## src/rtl/core/mrrf_pkg.sv

```systemverilog
`timescale 1ns / 1ps
// ---------------------------------------------------------------------------
// mrrf_pkg: shared types and constants of the request framer
// Item layout, frame byte codes and the byte-wise CRC-16/Modbus update.
// ---------------------------------------------------------------------------
package mrrf_pkg;

   localparam int ByteW      = 8;
   localparam int AddrW      = 16;
   localparam int CountW     = 7;
   localparam int WordW      = 16;
   localparam int LenW       = 9;
   localparam int MaxBytes   = 7;
   localparam int IdxW       = 3;
   localparam int ReqDataW   = 56;
   localparam int RspDataW   = 24;

   localparam logic [15:0] CrcPoly = 16'hA001;
   localparam logic [15:0] CrcInit = 16'hFFFF;
   localparam logic [7:0]  MultiWriteReset = 8'd16;
   localparam logic [7:0]  ByteMask = 8'hFF;

   // item kinds
   localparam logic CmdHeader = 1'b0;
   localparam logic CmdData   = 1'b1;

   // byte positions inside one item
   localparam logic [IdxW-1:0] IdxHeaderLast = 3'd3;
   localparam logic [IdxW-1:0] IdxMultiLast  = 3'd6;
   localparam logic [IdxW-1:0] IdxWordLast   = 3'd1;
   localparam logic [IdxW-1:0] IdxCrcLo      = 3'd2;
   localparam logic [IdxW-1:0] IdxCrcHi      = 3'd3;

   typedef struct packed {
      logic              cmd;
      logic [ByteW-1:0]  dev_addr;
      logic [ByteW-1:0]  func_code;
      logic [AddrW-1:0]  start_addr;
      logic [CountW-1:0] reg_count;
      logic [WordW-1:0]  data_word;
      logic              last_word;
   } req_item_type;

   typedef struct packed {
      logic [ByteW-1:0] out_byte;
      logic             frame_end;
      logic             run_end;
      logic [LenW-1:0]  frame_length;
   } rsp_item_type;

   // one byte through the reflected crc, eight shift steps
   function automatic logic [15:0] crc_byte(input logic [15:0] crc, input logic [7:0] b);
      logic [15:0] c;
      c = crc ^ {8'h00, b};
      for (int k = 0; k < 8; k++) begin
         c = c[0] ? ((c >> 1) ^ CrcPoly) : (c >> 1);
      end
      return c;
   endfunction

endpackage

```

## src/rtl/core/modbus_rtu_request_framer_core.sv

```systemverilog
`timescale 1ns / 1ps
// ---------------------------------------------------------------------------
// modbus_rtu_request_framer_core: Modbus RTU request frame builder
// Header and data words in, request bytes with CRC-16/Modbus out.
// ---------------------------------------------------------------------------
// A header word gives 4 bytes (7 when the function code matches the
// multi-write code), a data word gives 2 bytes, and the data word marked
// last gives 4 (its two bytes plus CRC low and high). Bytes leave one per
// cycle through the byte-wide output register while it is not stalled; a
// word holds the sequencer until its last byte has gone into that register.
// The CRC is advanced by each frame byte before the CRC bytes as it leaves.
// A data word with no frame open is taken and dropped without output. The
// next word is accepted into the input register while the current one is
// still being sent.
module modbus_rtu_request_framer_core import mrrf_pkg::*; (
   input  logic                clock,
   input  logic                reset,
   input  logic                csr_wr_en,
   input  logic [7:0]          csr_wr_data,  // multi_write_code
   input  logic                req_tvalid,
   output logic                req_tready,
   // dev_addr[7:0], func_code[15:8], start_addr[31:16], reg_count[38:32],
   // data_word[54:39], zero pad[55]
   input  logic [ReqDataW-1:0] req_tdata,
   input  logic                req_tuser,    // cmd
   input  logic                req_tlast,    // last_word
   output logic                rsp_tvalid,
   input  logic                rsp_tready,
   // out_byte[7:0], frame_length[16:8], zero pad[23:17]
   output logic [RspDataW-1:0] rsp_tdata,
   output logic                rsp_tuser,    // run_end
   output logic                rsp_tlast     // frame_end
);

   req_item_type req_item, item;
   rsp_item_type rsp_item;
   logic         item_valid, item_take;

   // unpack input word
   assign req_item.cmd        = req_tuser;
   assign req_item.dev_addr   = req_tdata[7:0];
   assign req_item.func_code  = req_tdata[15:8];
   assign req_item.start_addr = req_tdata[31:16];
   assign req_item.reg_count  = req_tdata[38:32];
   assign req_item.data_word  = req_tdata[54:39];
   assign req_item.last_word  = req_tlast;

   mrrf_in_stage u_in_stage (
      .clock      (clock),
      .reset      (reset),
      .req_tvalid (req_tvalid),
      .req_tready (req_tready),
      .req_item   (req_item),
      .item_valid (item_valid),
      .item       (item),
      .item_take  (item_take)
   );

   mrrf_seq u_seq (
      .clock       (clock),
      .reset       (reset),
      .csr_wr_en   (csr_wr_en),
      .csr_wr_data (csr_wr_data),
      .item_valid  (item_valid),
      .item        (item),
      .item_take   (item_take),
      .rsp_tvalid  (rsp_tvalid),
      .rsp_tready  (rsp_tready),
      .rsp_item    (rsp_item)
   );

   // pack output word
   assign rsp_tdata = {7'd0, rsp_item.frame_length, rsp_item.out_byte};
   assign rsp_tuser = rsp_item.run_end;
   assign rsp_tlast = rsp_item.frame_end;

endmodule

```

## src/rtl/core/mrrf_in_stage.sv

```systemverilog
`timescale 1ns / 1ps
// ---------------------------------------------------------------------------
// mrrf_in_stage: input word register
// Holds one accepted request word until the byte sequencer takes it.
// ---------------------------------------------------------------------------
module mrrf_in_stage import mrrf_pkg::*; (
   input  logic         clock,
   input  logic         reset,
   input  logic         req_tvalid,
   output logic         req_tready,
   input  req_item_type req_item,
   output logic         item_valid,
   output req_item_type item,
   input  logic         item_take
);

   logic         valid_ff, valid_in;
   req_item_type item_ff;

   // free when empty or when the held word leaves this cycle
   assign req_tready = !valid_ff || item_take;
   assign valid_in   = (req_tvalid && req_tready) ? 1'b1 : (item_take ? 1'b0 : valid_ff);

   always_ff @(posedge clock) begin
      if (reset) begin
         valid_ff <= 1'b0;
      end else begin
         valid_ff <= valid_in;
      end
   end

   // payload
   always_ff @(posedge clock) begin
      if (req_tvalid && req_tready) begin
         item_ff <= req_item;
      end
   end

   assign item_valid = valid_ff;
   assign item       = item_ff;

endmodule

```

## src/rtl/core/mrrf_seq.sv

```systemverilog
`timescale 1ns / 1ps
// ---------------------------------------------------------------------------
// mrrf_seq: frame byte sequencer
// Expands one word into frame bytes, runs the CRC and drives the output
// register, one byte per cycle while the output is not stalled.
// ---------------------------------------------------------------------------
module mrrf_seq import mrrf_pkg::*; (
   input  logic         clock,
   input  logic         reset,
   input  logic         csr_wr_en,
   input  logic [7:0]   csr_wr_data,
   input  logic         item_valid,
   input  req_item_type item,
   output logic         item_take,
   output logic         rsp_tvalid,
   input  logic         rsp_tready,
   output rsp_item_type rsp_item
);

   logic [7:0]      mw_code_ff;
   logic            busy_ff, busy_in;
   logic [IdxW-1:0] idx_ff, idx_in;
   logic [IdxW-1:0] last_idx_ff, last_idx_in;
   logic            crc_tail_ff, crc_tail_in;
   logic [ByteW-1:0] bytes_ff [MaxBytes];
   logic [ByteW-1:0] bytes_in [MaxBytes];
   logic [15:0]     crc_ff, crc_in;
   logic [LenW-1:0] total_ff, total_in;
   logic            open_ff, open_in;
   logic            rsp_valid_ff, rsp_valid_in;
   rsp_item_type    rsp_ff, rsp_in;

   logic            out_free, emit, last_emit, is_crc_lo, is_crc_hi;
   logic            open_eff, load, is_header, multi;
   logic [ByteW-1:0] cur_byte;
   logic [LenW-1:0] total_inc;

   // configuration register
   always_ff @(posedge clock) begin
      if (reset) begin
         mw_code_ff <= MultiWriteReset;
      end else if (csr_wr_en) begin
         mw_code_ff <= csr_wr_data;
      end
   end

   // emit control
   assign out_free  = !rsp_valid_ff || rsp_tready;
   assign emit      = busy_ff && out_free;
   assign last_emit = emit && (idx_ff == last_idx_ff);
   assign is_crc_lo = crc_tail_ff && (idx_ff == IdxCrcLo);
   assign is_crc_hi = crc_tail_ff && (idx_ff == IdxCrcHi);
   assign cur_byte  = is_crc_lo ? crc_ff[7:0] : (is_crc_hi ? crc_ff[15:8] : bytes_ff[idx_ff]);
   assign total_inc = total_ff + LenW'(1);

   // frame still open once the current byte has gone
   assign open_eff  = open_ff && !(emit && is_crc_hi);
   assign item_take = item_valid && (!busy_ff || last_emit);
   assign is_header = (item.cmd == CmdHeader);
   assign load      = item_take && (is_header || open_eff);
   assign multi     = (item.func_code == mw_code_ff);

   // byte list of the incoming word
   always_comb begin
      for (int i = 0; i < MaxBytes; i++) begin
         bytes_in[i] = bytes_ff[i];
      end
      last_idx_in = last_idx_ff;
      crc_tail_in = crc_tail_ff;
      if (load) begin
         if (is_header) begin
            bytes_in[0] = item.dev_addr;
            bytes_in[1] = item.func_code;
            bytes_in[2] = item.start_addr[15:8];
            bytes_in[3] = item.start_addr[7:0] & ByteMask;
            bytes_in[4] = 8'h00;
            bytes_in[5] = {1'b0, item.reg_count};
            bytes_in[6] = {item.reg_count, 1'b0};
            last_idx_in = multi ? IdxMultiLast : IdxHeaderLast;
            crc_tail_in = 1'b0;
         end else begin
            bytes_in[0] = item.data_word[15:8];
            bytes_in[1] = item.data_word[7:0] & ByteMask;
            last_idx_in = item.last_word ? IdxCrcHi : IdxWordLast;
            crc_tail_in = item.last_word;
         end
      end
   end

   // frame state
   always_comb begin
      busy_in  = load ? 1'b1 : (last_emit ? 1'b0 : busy_ff);
      idx_in   = load ? '0 : (emit ? idx_ff + IdxW'(1) : idx_ff);
      crc_in   = crc_ff;
      total_in = total_ff;
      open_in  = open_ff;
      if (emit) begin
         if (is_crc_hi) begin
            crc_in   = CrcInit;
            total_in = '0;
            open_in  = 1'b0;
         end else begin
            total_in = total_inc;
            if (!is_crc_lo) begin
               crc_in = crc_byte(crc_ff, cur_byte);
            end
         end
      end
      if (load && is_header) begin
         crc_in   = CrcInit;
         total_in = '0;
         open_in  = 1'b1;
      end
   end

   // output register
   always_comb begin
      rsp_valid_in = emit ? 1'b1 : (rsp_tready ? 1'b0 : rsp_valid_ff);
      rsp_in       = rsp_ff;
      if (emit) begin
         rsp_in.out_byte     = cur_byte;
         rsp_in.frame_end    = is_crc_hi;
         rsp_in.run_end      = (idx_ff == last_idx_ff);
         rsp_in.frame_length = is_crc_hi ? total_inc : '0;
      end
   end

   always_ff @(posedge clock) begin
      if (reset) begin
         busy_ff      <= 1'b0;
         idx_ff       <= '0;
         last_idx_ff  <= '0;
         crc_tail_ff  <= 1'b0;
         crc_ff       <= CrcInit;
         total_ff     <= '0;
         open_ff      <= 1'b0;
         rsp_valid_ff <= 1'b0;
      end else begin
         busy_ff      <= busy_in;
         idx_ff       <= idx_in;
         last_idx_ff  <= last_idx_in;
         crc_tail_ff  <= crc_tail_in;
         crc_ff       <= crc_in;
         total_ff     <= total_in;
         open_ff      <= open_in;
         rsp_valid_ff <= rsp_valid_in;
      end
   end

   // payload registers
   always_ff @(posedge clock) begin
      for (int i = 0; i < MaxBytes; i++) begin
         bytes_ff[i] <= bytes_in[i];
      end
      rsp_ff <= rsp_in;
   end

   assign rsp_tvalid = rsp_valid_ff;
   assign rsp_item   = rsp_ff;

endmodule

```

## config.mk

```make
export PLATFORM = sky130hd
export DESIGN_NAME = modbus_rtu_request_framer_core
export DESIGN_NICKNAME = d
export VERILOG_FILES = /design/src/rtl/core/mrrf_pkg.sv /design/src/rtl/core/modbus_rtu_request_framer_core.sv /design/src/rtl/core/mrrf_in_stage.sv /design/src/rtl/core/mrrf_seq.sv
export SDC_FILE = /design/constraint.sdc
export NUM_CORES = 1
export LEC_CHECK = 0
export BUFFER_PORTS_ARGS = -buffer_cell sky130_fd_sc_hd__buf_2
export CORE_MARGIN = 8
export CORE_UTILIZATION = 60
export DETAILED_ROUTE_END_ITERATION = 10
export PLACE_DENSITY = 0.83
export SKIP_LAST_GASP = 1
export SLEW_MARGIN = 20
export SYNTH_ARGS = -nofsm -noshare
export SYNTH_HDL_FRONTEND = slang
export SYNTH_SLANG_ARGS = --single-unit
export TNS_END_PERCENT = 50
```

## constraint.sdc

```tcl
create_clock -name clock -period 7.7 [get_ports clock]
set_input_delay 0.385 -clock clock [delete_from_list [all_inputs] [get_ports clock]]
set_output_delay 0.385 -clock clock [all_outputs]
set_load 0.01 [all_outputs]
```

Yosys cells after proc, flatten, opt, wreduce, memory -nomap -nowiden

Memories as Yosys holds them, arrays and structs flattened. A register that Yosys moved wholly into a read port is not among the register bits.
Cells that the tools add are included.

Add/subtract/negate cells: 2
Equality and inequality tests: 8
Multiplexer cells: 31
Bitwise logic cells: 10
Reduce and logical (&&, ||, !) cells: 28

Operators with widths:

| operator                                                               | number |
|---|---|
| 16-bit two-way mux                                                     | 11 |
| 56-bit two-way mux                                                     | 1 |
| 40-bit two-way mux                                                     | 1 |
| 2-bit NOT with 3-bit output                                            | 8 |
| 8-bit two-way mux                                                      | 2 |
| 16-bit by 8-bit bitwise XOR with 16-bit output                         | 1 |
| 3-bit two-way mux                                                      | 4 |
| 1-bit logical AND                                                      | 10 |
| 1-bit two-way mux                                                      | 10 |
| 2-bit nonzero test                                                     | 5 |
| 9-bit by 1-bit adder with 9-bit output (second input constant)         | 1 |
| 9-bit two-way mux                                                      | 1 |
| 8-bit equality test                                                    | 1 |
| 3-bit by 2-bit equality test with 1-bit output (second input constant) | 2 |
| 2-bit AND reduction                                                    | 3 |
| 1-bit logical NOT                                                      | 4 |
| 1-bit logical OR                                                       | 4 |
| 2-bit != test (second input constant)                                  | 2 |
| 2-bit OR reduction                                                     | 2 |
| 3-bit by 1-bit adder with 3-bit output (second input constant)         | 1 |
| 3-bit equality test                                                    | 1 |
| 2-bit two-way mux                                                      | 1 |
| 1-bit != test (second input constant)                                  | 2 |
| 1-bit NOT                                                              | 1 |

Flip-flop bits (word level): 120
Bits in writable memories: 56
Input bits: 71
Output and inout bits: 28
Logic and storage cells: 101
Memories kept: 1

Memory list:

| memory         | words | width | read ports | clocked after Yosys merged registers in | write ports | RTL line       | text |
|---|---|---|---|---|---|---|---|
| u_seq.bytes_ff | 7     | 8     | 1          | 1                                       | 7           | mrrf_seq.sv:25 | `logic [ByteW-1:0] bytes_ff [MaxBytes];` |

Depth between registers and ports, before layout

Gate-level depths: netlist (run 1).

Depth in word-level cells: 23
Mapped depth: 12
Depth with buffers taken out: 11

By module

From an unflattened synthesis (run 1), not the netlist that was laid out.

Cell total of the unflattened synthesis: 514
Area total of the unflattened synthesis: 6,646.4 um^2

Modules (own cells, without submodules):

| module                         | times used | cells an instance | area each (um^2) | seq. area each (um^2) |
|---|---|---|---|---|
| mrrf_seq                       | 1          | 444               | 4,823.4          | 2,662.6 |
| mrrf_in_stage                  | 1          | 62                | 1,766.7          | 1,731.7 |
| modbus_rtu_request_framer_core | 1          | 8                 | 56.3             | 0.0 |

Worst setup path after synthesis (run 1)

OpenSTA, ideal clock, no wires.

Path kind: register to register
Start: reg u_seq.idx_ff[1]
End: reg u_in_stage.item_ff, in the netlist u_in_stage.item[0] (enable)
Library setup time: 491 ps
Data arrival time: 3,712 ps
Data required time: 7,209 ps
Path slack: 3,497 ps
Stages on the path, launching flop included: 6
Path buffers: 0
Clock period less this slack: 4,203 ps
Cells stage by stage: dfxtp_1 xor2_1 nor3_1 a21o_1 inv_1 a21oi_1

Word-level cells in the longest chain between the ends: 6

Ends and longest elaborated chain:

| what                   | RTL line            | text |
|---|---|---|
| from (decl)            | mrrf_seq.sv:22      | `logic [IdxW-1:0] idx_ff, idx_in;` |
| from (signal assigned) | mrrf_seq.sv:140     | `idx_ff <= idx_in;` |
| 3-bit equality test    | mrrf_seq.sv:50      | `assign last_emit = emit && (idx_ff == last_idx_ff);` |
| 1-bit logical AND      | mrrf_seq.sv:50      |  |
| 1-bit logical OR       | mrrf_seq.sv:58      | `assign item_take = item_valid && (!busy_ff \|\| last_emit);` |
| 1-bit logical AND      | mrrf_seq.sv:58      |  |
| 1-bit logical OR       | mrrf_in_stage.sv:21 | `assign req_tready = !valid_ff \|\| item_take;` |
| 1-bit logical AND      | mrrf_in_stage.sv:34 | `if (req_tvalid && req_tready) begin` |
| to (signal assigned)   | mrrf_in_stage.sv:35 | `item_ff <= req_item;` |
| to (decl)              | mrrf_in_stage.sv:18 | `req_item_type item_ff;` |

Every way passes these cells.
A chain may end at the register's enable or synchronous reset.

Final worst setup path (run 1)

Start: reg u_seq.idx_ff[0]
End: reg u_seq.crc_ff[15]

Word-level cells in the longest chain between the ends: 16
Elaborated cells between the ends (all ways): 37
Those cells by class: eq/ne (4); mux (12); bitwise (8); reduce/logical (13)

Ends and longest elaborated chain:

| what                                                                                   | RTL line        | text |
|---|---|---|
| 3-bit by 2-bit equality test with 1-bit output                                         | mrrf_seq.sv:52  | `assign is_crc_hi = crc_tail_ff && (idx_ff == IdxCrcHi);` |
| 1-bit logical AND                                                                      | mrrf_seq.sv:52  |  |
| 8-bit two-way mux (2 in series)                                                        | mrrf_seq.sv:53  | `assign cur_byte = is_crc_lo ? crc_ff[7:0] : (is_crc_hi ? crc_ff[15:8] : bytes_ff[idx_ff]);` |
| 16-bit by 8-bit bitwise XOR with 16-bit output                                         | mrrf_pkg.sv:54  | `c = crc ^ {8'h00, b};` |
| 16-bit two-way mux / 2-bit NOT with 3-bit output (equally long branches) (6 in series) | -               |  |
| 2-bit NOT with 3-bit output (no line) / 16-bit two-way mux (equally long branches)     | -               |  |
| 16-bit two-way mux (2 in series)                                                       | mrrf_pkg.sv:56  | `c = c[0] ? ((c >> 1) ^ CrcPoly) : (c >> 1);` |
| 16-bit two-way mux                                                                     | mrrf_seq.sv:104 | `if (!is_crc_lo) begin` |
| 16-bit two-way mux                                                                     | mrrf_seq.sv:98  | `if (is_crc_hi) begin` |
| to (signal assigned)                                                                   | mrrf_seq.sv:134 | `crc_ff <= CrcInit;` |
| to (signal assigned)                                                                   | mrrf_seq.sv:143 | `crc_ff <= crc_in;` |
| to (decl)                                                                              | mrrf_seq.sv:27  | `logic [15:0] crc_ff, crc_in;` |

Several ways; a longest one is shown, not always the timed one. The select of a mux whose other input is x is not followed.

==> results.py, run 1 <==
metrics = {
    "clock_network": {
        "tritoncts": "yes",
        "clock_path_buffers": 2,
        "cts_resized": 0,
        "ctsHoldBuffers": 0,
        "clk_pin_slew_ns": 0.06,
        "htree_levels": 4,
        "clk_latency_ns": 0.52,
        "post-cts-setup-buffer-count": 0,
        "cts_made_buffers": 17,
        "root_buffer": "clkbuf_8",
        "cts.sinks": 162,
    },
    "global_routing": {
        "grt_use_total_pct": 17.5,
        "first_global_vias": 4311,
        "grt_pass1_wl_mm": 20.1,
        "grt_max_degree": 58,
        "antenna_found_initial": 0,
        "grt_overflow": 0,
    },
    "yosys": {
        "synthesis.area_sq_mm": 0.00673,
        "seq_area_frac_synth_pct": 65.3,
        "ys_warn_count": 0,
        "avgSynthCellArea_sq_um": 13.1,
        "ys_dominant_reg_cell": "edfxtp_1",
        "synth_edf_count": 115,
        "async_reset_ff_share_pct": 0,
        "yosysUniqueCellTypes": 55,
        "synthCells": 514,
        "yosys_register_bits": 162,
    },
    "sta": {
        "clock_skew_ns": 0.00481,
        "slew_viol_final": 0,
        "setup_viol": 0,
        "finalCritPeriodShare_pct": 52.2,
        "tns_ns": 0,
        "fin_crit_ns": 4.02,
        "fmax_mhz": 249,
        "tightest_slew_ns": 1.09,
        "relSlewSlack_pct": 27.4,
        "hold_violations": 0,
        "rsz0062_at_grt": "false",
    },
    "cells_and_area": {
        "antenna_cells": 0,
        "drive_above_1_share_pct": 25.4,
        "area_growth_syn_to_layout_pct": 16.2,
        "final_cell_area_sq_mm": 0.00782,
        "nFillCells": 718,
        "nets": 679,
    },
    "setup_path": {
        "crit_type": "register to register",
        "critPathLaunch": "u_seq.idx_ff[0]",
        "required_ns": 8.11,
        "crit_arrival_ns": 4.43,
        "cp-start-kind": "register",
        "setup.worst_path.end_class": "register",
        "r2r-start": "u_seq.idx_ff[0]",
        "worst-path-max-fanout": 23,
        "r2r_slack_ns": 3.68,
    },
    "placement": {
        "placed_area_sq_mm": 0.00724,
        "io_buffers": 90,
        "place_hpwl_mm": 8.56,
        "gp_congestion": 0.817,
    },
    "pwr": {
        "vdd_drop_max_v": 0.000285,
        "p_per_area_mw_per_mm2": 254,
        "power_mw": 1.99,
        "p_leak_nw": 2.99,
    },
    "drt": {
        "vias": 4193,
        "wl_per_cell_um": 16.6,
        "drtAntennaViolNets": 0,
        "drtPass1Iterations": 5,
        "drtIter0Drc": 282,
        "vias_per_cell": 5.54,
        "wl_mm": 12.6,
        "drcViolationCount": 0,
    },
    "die": {
        "chipWidth_um": 122,
        "coreArea_sq_mm": 0.0109,
        "row_count": 38,
        "initial_core_util_pct": 61.8,
        "dieArea_sq_mm": 0.0149,
        "ios": 99,
        "die_h_um": 122,
    },
    "run": {
        "maxCapViolCount": 0,
    },
    "worst_hold_path": {
        "hp-class": "input port to register",
        "min_from": "req_tdata[26]",
    },
    "status": {
        "status": "complete, no violations",
    },
}
-- cells in the final DEF, fill, tap and decap left out, types with 4 or more instances in the layout --
master	instances
a21oi_1	17
a22oi_1	6
and3_1	6
buf_2	90
clkbuf_16	16
clkinv_4	6
conb_1	7
dfxtp_1	47
edfxtp_1	115
ha_1	4
inv_1	16
mux2_2	19
mux2i_1	19
nand2_1	39
nand3_1	10
nor2_1	51
nor2b_1	5
nor3_1	10
o211ai_1	4
o21ai_0	18
o22ai_1	9
xnor2_1	21
xor2_1	18
-- synth_stat cells, types with 7 or more instances --
cell type / number / area, sq um
nor3_1: 10 / 50.1
dfxtp_1: 47 / 941
a21oi_1: 18 / 90.1
xnor2_1: 21 / 184
xor2_1: 18 / 158
mux2_2: 19 / 214
nor2_1: 53 / 199
nand2_1: 39 / 146
mux2i_1: 19 / 190
nand3_1: 10 / 50.1
inv_1: 16 / 60.1
o21ai_0: 18 / 90.1
o22ai_1: 9 / 56.3
edfxtp_1: 115 / 3450
buf_4: 7 / 52.6
clkbuf_1: 12 / 45.0
-- worst paths after layout --
path / cells past startpoint / to
worst max-delay path: 11 / u_seq.crc_ff[15]
worst min-delay path: 1 / u_in_stage.item[34]
worst max register to register: 11 / u_seq.crc_ff[15]
worst min register to register: 0 / u_seq.bytes_ff[2][0]
-- routing by layer --
| layer | part of all wire (%) | vias up | routed length (um) | track usage (%) |
|---|---|---|---|---|
| li1 | - | 2035 | - | - |
| met1 | 40 | 1995 | 4990 | 19.7 |
| met2 | 51 | 145 | 6450 | 29.7 |
| met3 | 7.6 | 18 | 952 | 5.88 |
| met4 | 1.5 | 0 | 192 | 7.63 |
| met5 | 0 | - | 0 | 0 |
-- critical path, stage by stage, from the launching register on --
cell and delay [ns]:
dfxtp_1 0.35, ha_1 0.22, ha_1 0.28, nand2_1 0.62, inv_1 0.55, a21oi_1 0.36
o211ai_1 0.17, nor3_2 0.27, xor3_1 0.47, xnor3_2 0.28, xnor2_1 0.15, o32a_2 0.17
-- through the flow --
stage | setup slack [ns] | instances | hold slack [ns] | utilization (%)
after floorplan | 3.50 | 520 | 0.400 | -
after global placement | 3.81 | 725 | 0.404 | 66.5
after detailed placement | 3.72 | 725 | 0.405 | 66.5
after CTS | 3.70 | 757 | 0.00187 | 71.8
after global routing | 3.45 | 757 | 0.00534 | 71.8
final | 3.68 | 757 | 0.0338 | 71.8
-- area by class of cell --
| cell class | count | area, sq um | area share [%] |
|---|---|---|---|
| Inverter | 16 | 60.1 | 0.768 |
| Tap cell | 140 | 175 | 2.24 |
| Sequential cell | 162 | 4390 | 56.2 |
| Multi-Input combinational cell | 314 | 2140 | 27.3 |
| Clock buffer | 18 | 418 | 5.35 |
| Clock inverter | 14 | 158 | 2.02 |
| Timing Repair Buffer | 93 | 473 | 6.05 |
-- cell families after synthesis --
| family | after synthesis | share of synthesized area, % |
|---|---|---|
| AO/OA/AOI/OAI | 79 | 7.59 |
| XOR/XNOR | 42 | 6.03 |
| adder cells (fa/ha/maj) | 4 | 0.744 |
| buffers and inverters | 44 | 3.48 |
| flip-flops | 162 | 65.3 |
| multiplexers | 42 | 7.24 |
| other | 1 | 0.0558 |
| AND/OR/NAND/NOR | 140 | 9.54 |
-- power by group --
group | switching, mW | internal, mW
clock | 0.337 | 0.466
combinational | 0.0904 | 0.0894
sequential | 0.0241 | 0.978
-- state kept, by name, indices dropped and copies added (netlist names), named ones only --
register               count
u_seq.crc_tail_ff          1
u_in_stage.item           57
u_in_stage.item_valid      1
u_seq.total_ff             9
u_seq.mw_code_ff           8
u_seq.idx_ff               3
u_seq.crc_ff              16
u_seq.busy_ff              1
u_seq.last_idx_ff          3
u_seq.rsp_item            19
u_seq.open_ff              1
u_seq.rsp_tvalid           1
u_seq.bytes_ff            39
Note: power is estimated with default switching activity, not from simulation.
==> run 2, diff against run 1 <==
--- a/config.mk
+++ b/config.mk
@@ -7,9 +7,9 @@
 export LEC_CHECK = 0
 export BUFFER_PORTS_ARGS = -buffer_cell sky130_fd_sc_hd__buf_2
 export CORE_MARGIN = 8
-export CORE_UTILIZATION = 60
+export CORE_UTILIZATION = 51
 export DETAILED_ROUTE_END_ITERATION = 10
-export PLACE_DENSITY = 0.83
+export PLACE_DENSITY = 0.75
 export SKIP_LAST_GASP = 1
 export SLEW_MARGIN = 20
 export SYNTH_ARGS = -nofsm -noshare
==> constraint.sdc (replaced) <==
create_clock -name clock -period 3.4 [get_ports clock]
set_input_delay 0.17 -clock clock [delete_from_list [all_inputs] [get_ports clock]]
set_output_delay 0.17 -clock clock [all_outputs]
set_load 0.01 [all_outputs]
==> run 2 against run 1 <==
  * Sequential share of layout area fell by 5.0 points
  * Clock skew rose by 0.011 ns
  * Sequential cell count did not move
  * Die area rose by 15%
  * Highest routed layer unchanged
==> results.py, run 2 (same netlist as run 1, synthesis figures left out) <==
metrics = {
    "placement": {
        "io_buffers": 90,
        "dp_cells": 767,
        "gp_congestion": 0.836,
        "place_hpwl_mm": 8.79,
    },
    "drt": {
        "wl_per_cell_um": 16.0,
        "wl_mm": 13.9,
        "drcViolationCount": 0,
        "vias_per_cell": 5.10,
        "drtAntennaViolNets": 0,
        "drtPass1Iterations": 5,
        "vias": 4408,
        "drtIter0Drc": 346,
    },
    "setup_path": {
        "required_ns": 3.71,
        "cp-start-kind": "register",
        "setup.worst_path.end_class": "register",
        "crit_top_cell": "ha_1",
        "r2r-start": "u_seq.idx_ff[0]",
        "crit_slowest_cell": "xor3_1",
        "r2r_slack_ns": 0.36,
        "crit_arrival_ns": 3.35,
        "cp_cell_sequence": "ha_1 > ha_1 > nand2_1 > inv_1 > a21oi_1 > o211ai_1 > nor3_2 > xor3_1 > xnor3_2 > xnor2_1 > o32a_2",
        "critical-path-top-delay-family": "XOR/XNOR gates",
        "crit_type": "register to register",
        "worstSetupPathDepth": 11,
        "reg2reg_to": "u_seq.crc_ff[0]",
        "r2r_cells": 11,
        "critPathMaxStageDelay_ns": 0.48,
        "worst-path-max-fanout": 9,
        "crit_buf_inv": 1,
    },
    "pwr": {
        "clkPwrFrac_pct": 41.1,
        "vdd_drop_max_v": 0.000406,
        "p_seq_share_pct": 48.7,
        "power_mw": 4.64,
        "p_switching_mw": 1.03,
        "power.share.switching_pct": 22.2,
        "power_frac_comb_pct": 10.2,
        "p_int_mw": 3.61,
        "p_leak_nw": 3.29,
        "p_per_area_mw_per_mm2": 542,
    },
    "worst_hold_path": {
        "hold_end": "u_in_stage.item_valid",
        "hp-class": "input port to register",
        "min_from": "req_tvalid",
        "whs_path_depth": 3,
    },
    "cells_and_area": {
        "drive_above_1_share_pct": 23.3,
        "area_growth_syn_to_layout_pct": 27.4,
        "nFillCells": 945,
        "final_common_cell": "edfxtp_1",
        "antenna_cells": 0,
        "layout_common_cells": "edfxtp_1 (115), buf_2 (90), dlygate4sd3_1 (65)",
        "largest_reg_flops": 57,
        "nets": 750,
        "fin_cells": 864,
        "final_util_pct": 65.5,
    },
    "die": {
        "row_count": 42,
        "ios": 99,
        "initial_core_util_pct": 51.4,
        "coreArea_sq_mm": 0.0131,
        "dieArea_sq_mm": 0.0171,
        "die_h_um": 131,
        "chipWidth_um": 131,
    },
    "clock_network": {
        "cts.sinks": 162,
        "tritoncts": "yes",
        "cts_made_buffers": 17,
        "cts_resized": 0,
        "clk_latency_ns": 0.43,
        "clock_path_buffers": 2,
        "root_buffer": "clkbuf_16",
        "clk_pin_slew_ns": 0.06,
        "post-cts-setup-buffer-count": 0,
        "htree_levels": 4,
    },
    "status": {
        "status": "complete, no violations",
    },
    "sta": {
        "slew_viol_final": 0,
        "setup_viol": 0,
        "relSlewSlack_pct": 41.7,
        "tns_ns": 0,
        "hold_violations": 0,
        "clock_skew_ns": 0.0158,
        "finalCritPeriodShare_pct": 89.5,
        "fmax_mhz": 329,
        "rsz0062_at_grt": "false",
        "tightest_slew_ns": 0.875,
        "fin_crit_ns": 3.04,
    },
    "run": {
        "maxCapViolCount": 0,
    },
    "global_routing": {
        "antenna_found_initial": 0,
        "first_global_vias": 4456,
        "grt_max_degree": 58,
        "grt_pass1_wl_mm": 22.2,
        "grt_overflow": 0,
        "grt_use_total_pct": 17.0,
    },
}
==> run 2: cell types whose count changed in the layout (fill, tap and decap cells not counted), sizes merged <==
cell / delta
dlygate4sd3: +65
buf: +6
bufinv: +1
clkbuf: -1
clkinvlp: +1
inv: -1
==> run 2: through the flow <==
step	setup slack, ns	hold slack [ns]	area [sq um]
3_5_place_dp	0.369	0.348	7330
4_1_cts	0.362	0.0415	8570
5_1_grt	0.0933	0.0611	8570
2_1_floorplan	0.475	0.269	6750
6_report	0.357	0.0494	8570
3_3_place_gp	0.492	0.346	7330
==> run 2: cell type report <==
class / count / area [sq um] / share of cell area, %
Clock buffer: 17 / 425 / 4.96
Sequential cell: 162 / 4390 / 51.3
Multi-Input combinational cell: 314 / 2140 / 24.9
Clock inverter: 15 / 164 / 1.91
Timing Repair Buffer: 164 / 1170 / 13.6
Inverter: 16 / 60.1 / 0.701
Tap cell: 176 / 220 / 2.57
==> run 2: layer usage <==
metal / up-vias / track usage (%) / part of all wire (%)
met5: - / 0 / 0
met4: 0 / 7.83 / 2.0
met3: 18 / 5.19 / 6.5
met2: 130 / 28.8 / 51
met1: 2082 / 19.4 / 40
li1: 2178 / - / -
==> run 2: worst max path at each step <==
stage,start,end,slack (ns)
floorplan,u_seq.idx_ff[1],u_in_stage.item[0],0.48
global placement,u_seq.idx_ff[0],u_seq.crc_ff[0],0.49
detailed placement,u_seq.idx_ff[0],u_seq.crc_ff[15],0.37
CTS,u_seq.idx_ff[0],u_seq.crc_ff[0],0.36
global route,u_seq.idx_ff[0],u_seq.crc_ff[15],0.09
finish,u_seq.idx_ff[0],u_seq.crc_ff[0],0.36
==> run 2: timing repair <==
action / 4_1_cts / 5_1_grt
hold buffers: 65 / 0
setup endpoints to repair: 0 / 0
endpoints found under the hold margin: 65 / 0
==> run 2: power by group through the flow <==
stage	clock (mW)	sequential, mW	combinational, mW
finish	1.91	2.26	0.473
global route	2.03	2.27	0.514
CTS	1.93	2.26	0.471
detailed placement	0	2.30	0.411
global placement	0	2.30	0.400
floorplan	0	2.29	0.314
==> run 2: worst reg2reg max path, delay by kind of cell (launching register included) <==
| kind | cells | cell delay [ns] |
|---|---|---|
| AOI/OAI and AO/OA | 3 | 0.55 |
| xor gates and xnor gates | 3 | 0.91 |
| adders and majority gates | 2 | 0.50 |
| buffers and inverters | 1 | 0.10 |
| DFF | 1 | 0.35 |
| and+or+nand+nor | 2 | 0.54 |
==> run 3, diff against run 2 <==
--- a/config.mk
+++ b/config.mk
@@ -8,11 +8,13 @@
 export BUFFER_PORTS_ARGS = -buffer_cell sky130_fd_sc_hd__buf_2
 export CORE_MARGIN = 8
 export CORE_UTILIZATION = 51
+export CTS_CLUSTER_DIAMETER = 80
 export DETAILED_ROUTE_END_ITERATION = 10
 export PLACE_DENSITY = 0.75
 export SKIP_LAST_GASP = 1
 export SLEW_MARGIN = 20
 export SYNTH_ARGS = -nofsm -noshare
 export SYNTH_HDL_FRONTEND = slang
+export SYNTH_HIERARCHICAL = 1
 export SYNTH_SLANG_ARGS = --single-unit
 export TNS_END_PERCENT = 50
==> run 3 against run 2 <==
  * Critical path depth unchanged
  * Highest routed layer unchanged
  * Critical endpoint is now u_seq/crc_ff[0]
  * Clock power about the same
  * Global-route usage up 1.4 points
  * Sequential power up 2%
  * Total power up 3.4%
  * Critical path type unchanged
  * Largest power group unchanged
  * Fmax down 4.0%
  * Largest cell class unchanged
==> results.py, run 3 <==
metrics = {
    "sta": {
        "tns_ns": 0,
        "fin_crit_ns": 3.17,
        "setup_viol": 0,
        "clock_skew_ns": 0.00912,
        "timing.hold.ws_ns": 0.0737,
        "tightest_slew_ns": 0.838,
        "rsz0062_at_grt": "false",
        "fmax_mhz": 315,
        "hold_violations": 0,
        "slew_viol_final": 0,
        "relSlewSlack_pct": 43.5,
        "finalCritPeriodShare_pct": 93.3,
    },
    "setup_path": {
        "setup.worst_path.end_class": "register",
        "cp-start-kind": "register",
        "endpoint": "u_seq/crc_ff[0]",
        "crit_type": "register to register",
        "reg2reg_to": "u_seq/crc_ff[0]",
        "worst-path-max-fanout": 19,
        "r2r-start": "u_seq/idx_ff[0]",
        "crit_arrival_ns": 3.48,
        "r2r_cells": 11,
        "required_ns": 3.71,
        "critPathLaunch": "u_seq/idx_ff[0]",
        "r2r_slack_ns": 0.23,
    },
    "die": {
        "dieArea_sq_mm": 0.0169,
        "coreArea_sq_mm": 0.0127,
        "row_count": 41,
        "initial_core_util_pct": 52.5,
        "chipWidth_um": 130,
        "ios": 99,
        "die_h_um": 130,
    },
    "yosys": {
        "avgSynthCellArea_sq_um": 12.9,
        "synth_edf_count": 115,
        "synthesis.area_sq_mm": 0.00665,
        "yosys_register_bits": 162,
        "yosys.area.top_type": "edfxtp_1",
        "synth.top_cells.by_count": "edfxtp_1 (115), nand2_1 (51), dfxtp_1 (47), nor2_1 (47), o21ai_0 (24)",
        "yosysUniqueCellTypes": 47,
        "yosysMostFrequentCell": "edfxtp_1",
        "ys_dominant_reg_cell": "edfxtp_1",
        "synth_top_cell_area_share_pct": 52.0,
        "ys_warn_count": 6,
        "synthCells": 514,
        "seq_area_frac_synth_pct": 66.1,
        "async_reset_ff_share_pct": 0,
        "ys_top_cells_by_area": "edfxtp_1 (52%), dfxtp_1 (14%), mux2_2 (3.4%)",
    },
    "cells_and_area": {
        "fin_cells": 866,
        "antenna_cells": 0,
        "final_cell_area_sq_mm": 0.00854,
        "layout_common_cells": "edfxtp_1 (115), buf_2 (90), dlygate4sd3_1 (66)",
        "largest_reg_flops": 57,
        "nets": 756,
        "nFillCells": 885,
        "drive_above_1_share_pct": 23.2,
        "area_growth_syn_to_layout_pct": 28.4,
        "final_common_cell": "edfxtp_1",
    },
    "clock_network": {
        "cts_resized": 0,
        "tritoncts": "yes",
        "clk_pin_slew_ns": 0.06,
        "cts.sinks": 162,
        "post-cts-setup-buffer-count": 0,
        "root_buffer": "clkbuf_16",
        "clock_path_buffers": 2,
        "htree_levels": 4,
        "clk_latency_ns": 0.43,
        "ctsHoldBuffers": 66,
        "cts_made_buffers": 17,
    },
    "placement": {
        "io_buffers": 90,
        "placed_area_sq_mm": 0.00728,
        "dp_cells": 768,
        "gp_congestion": 0.781,
        "place_hpwl_mm": 8.93,
    },
    "pwr": {
        "p_per_area_mw_per_mm2": 563,
        "vdd_drop_max_v": 0.000452,
        "p_leak_nw": 3.30,
    },
    "drt": {
        "wl_per_cell_um": 17.3,
        "wl_mm": 15.0,
        "vias": 4499,
        "drtAntennaViolNets": 0,
        "vias_per_cell": 5.20,
        "drtIter0Drc": 290,
        "drtPass1Iterations": 5,
        "drcViolationCount": 0,
    },
    "global_routing": {
        "grt_max_degree": 58,
        "antenna_found_initial": 0,
        "grt_overflow": 0,
        "first_global_vias": 4609,
        "grt_use_total_pct": 18.4,
        "grt_pass1_wl_mm": 23.5,
    },
    "worst_hold_path": {
        "hp-class": "input port to register",
    },
    "run": {
        "maxCapViolCount": 0,
    },
    "status": {
        "status": "complete, no violations",
    },
}
run 3: cell types whose count changed in the layout (fill, tap and decap cells not counted), moves of 3 or more:
cell     before  now
xnor2_1      21   18
nor2_1       51   46
nand2_1      39   51
o21ai_1       3    0
xor2_1       18   22
a22oi_1       6    9
a221o_1       3    0
and4b_1       3    0
o21ai_0      18   24
run 3: critical path: stages (launching register included):
cell     delay [ns]
dfxtp_1        0.35
ha_1           0.22
ha_1           0.25
nand2_1        0.11
buf_4          0.24
nand3_1        0.10
o22ai_1        0.40
or4b_1         0.48
nand3_1        0.11
xnor3_1        0.46
xnor2_1        0.16
o32a_2         0.17
run 3: where the power goes:
part / total, mW / switching, mW / internal (mW) / leakage, nW
Clock: 1.92 / 0.768 / 1.15 / 0.287
Sequential: 2.31 / 0.0609 / 2.25 / 1.46
Combinational: 0.581 / 0.292 / 0.289 / 1.55
run 3: cell families (layout without fill, tap and decap cells):
logic type | after synthesis | in the layout | share of synthesized area, %
buffers and inverters | 40 | 214 | 2.90
flip-flops | 162 | 162 | 66.1
AND/OR/NAND/NOR | 146 | 146 | 10.1
adder cells (fa/ha/maj) | 4 | 4 | 0.753
XOR/XNOR | 42 | 42 | 5.85
multiplexers | 43 | 43 | 7.23
other | 1 | 7 | 0.0564
AO/OA/AOI/OAI | 76 | 76 | 7.04
run 3: worst min path at each step:
stage                       start                     to  slack, ns  cells past startpoint
CTS                    rsp_tready       u_seq/rsp_tvalid       0.06                      3
floorplan                   reset  u_in_stage/item_valid       0.23                      1
detailed placement  req_tdata[44]     u_in_stage/item[6]       0.35                      1
global route           rsp_tready       u_seq/rsp_tvalid       0.09                      3
global placement     req_tdata[6]    u_in_stage/item[54]       0.35                      1
finish                 rsp_tready       u_seq/rsp_tvalid       0.07                      3
run 3: through the flow:
| step | power (mW) | utilization (%) | setup WS (ns) |
|---|---|---|---|
| after floorplan | 2.71 | - | 0.525 |
| after global placement | 2.83 | 57.5 | 0.341 |
| after detailed placement | 2.85 | 57.5 | 0.249 |
| after CTS | 4.81 | 67.3 | 0.225 |
| after global routing | 4.98 | 67.4 | 0.00403 |
| final | 4.80 | 67.4 | 0.229 |
run 3: cell type report:
type	instances	area [sq um]	share of cell area (%)
Tap cell	172	215	2.52
Sequential cell	162	4390	51.5
Multi-Input combinational cell	318	2080	24.4
Timing Repair Buffer	167	1190	14.0
Clock buffer	17	425	4.98
Clock inverter	15	166	1.95
Inverter	15	56.3	0.660
run 3: metal layers:
metal / track usage [%] / vias to the layer above / wire, um
li1: - / 2176 / -
met1: 19.9 / 2143 / 5860
met2: 32.7 / 160 / 7820
met3: 6.94 / 20 / 1040
met4: 5.94 / 0 / 229
met5: 0 / - / 0
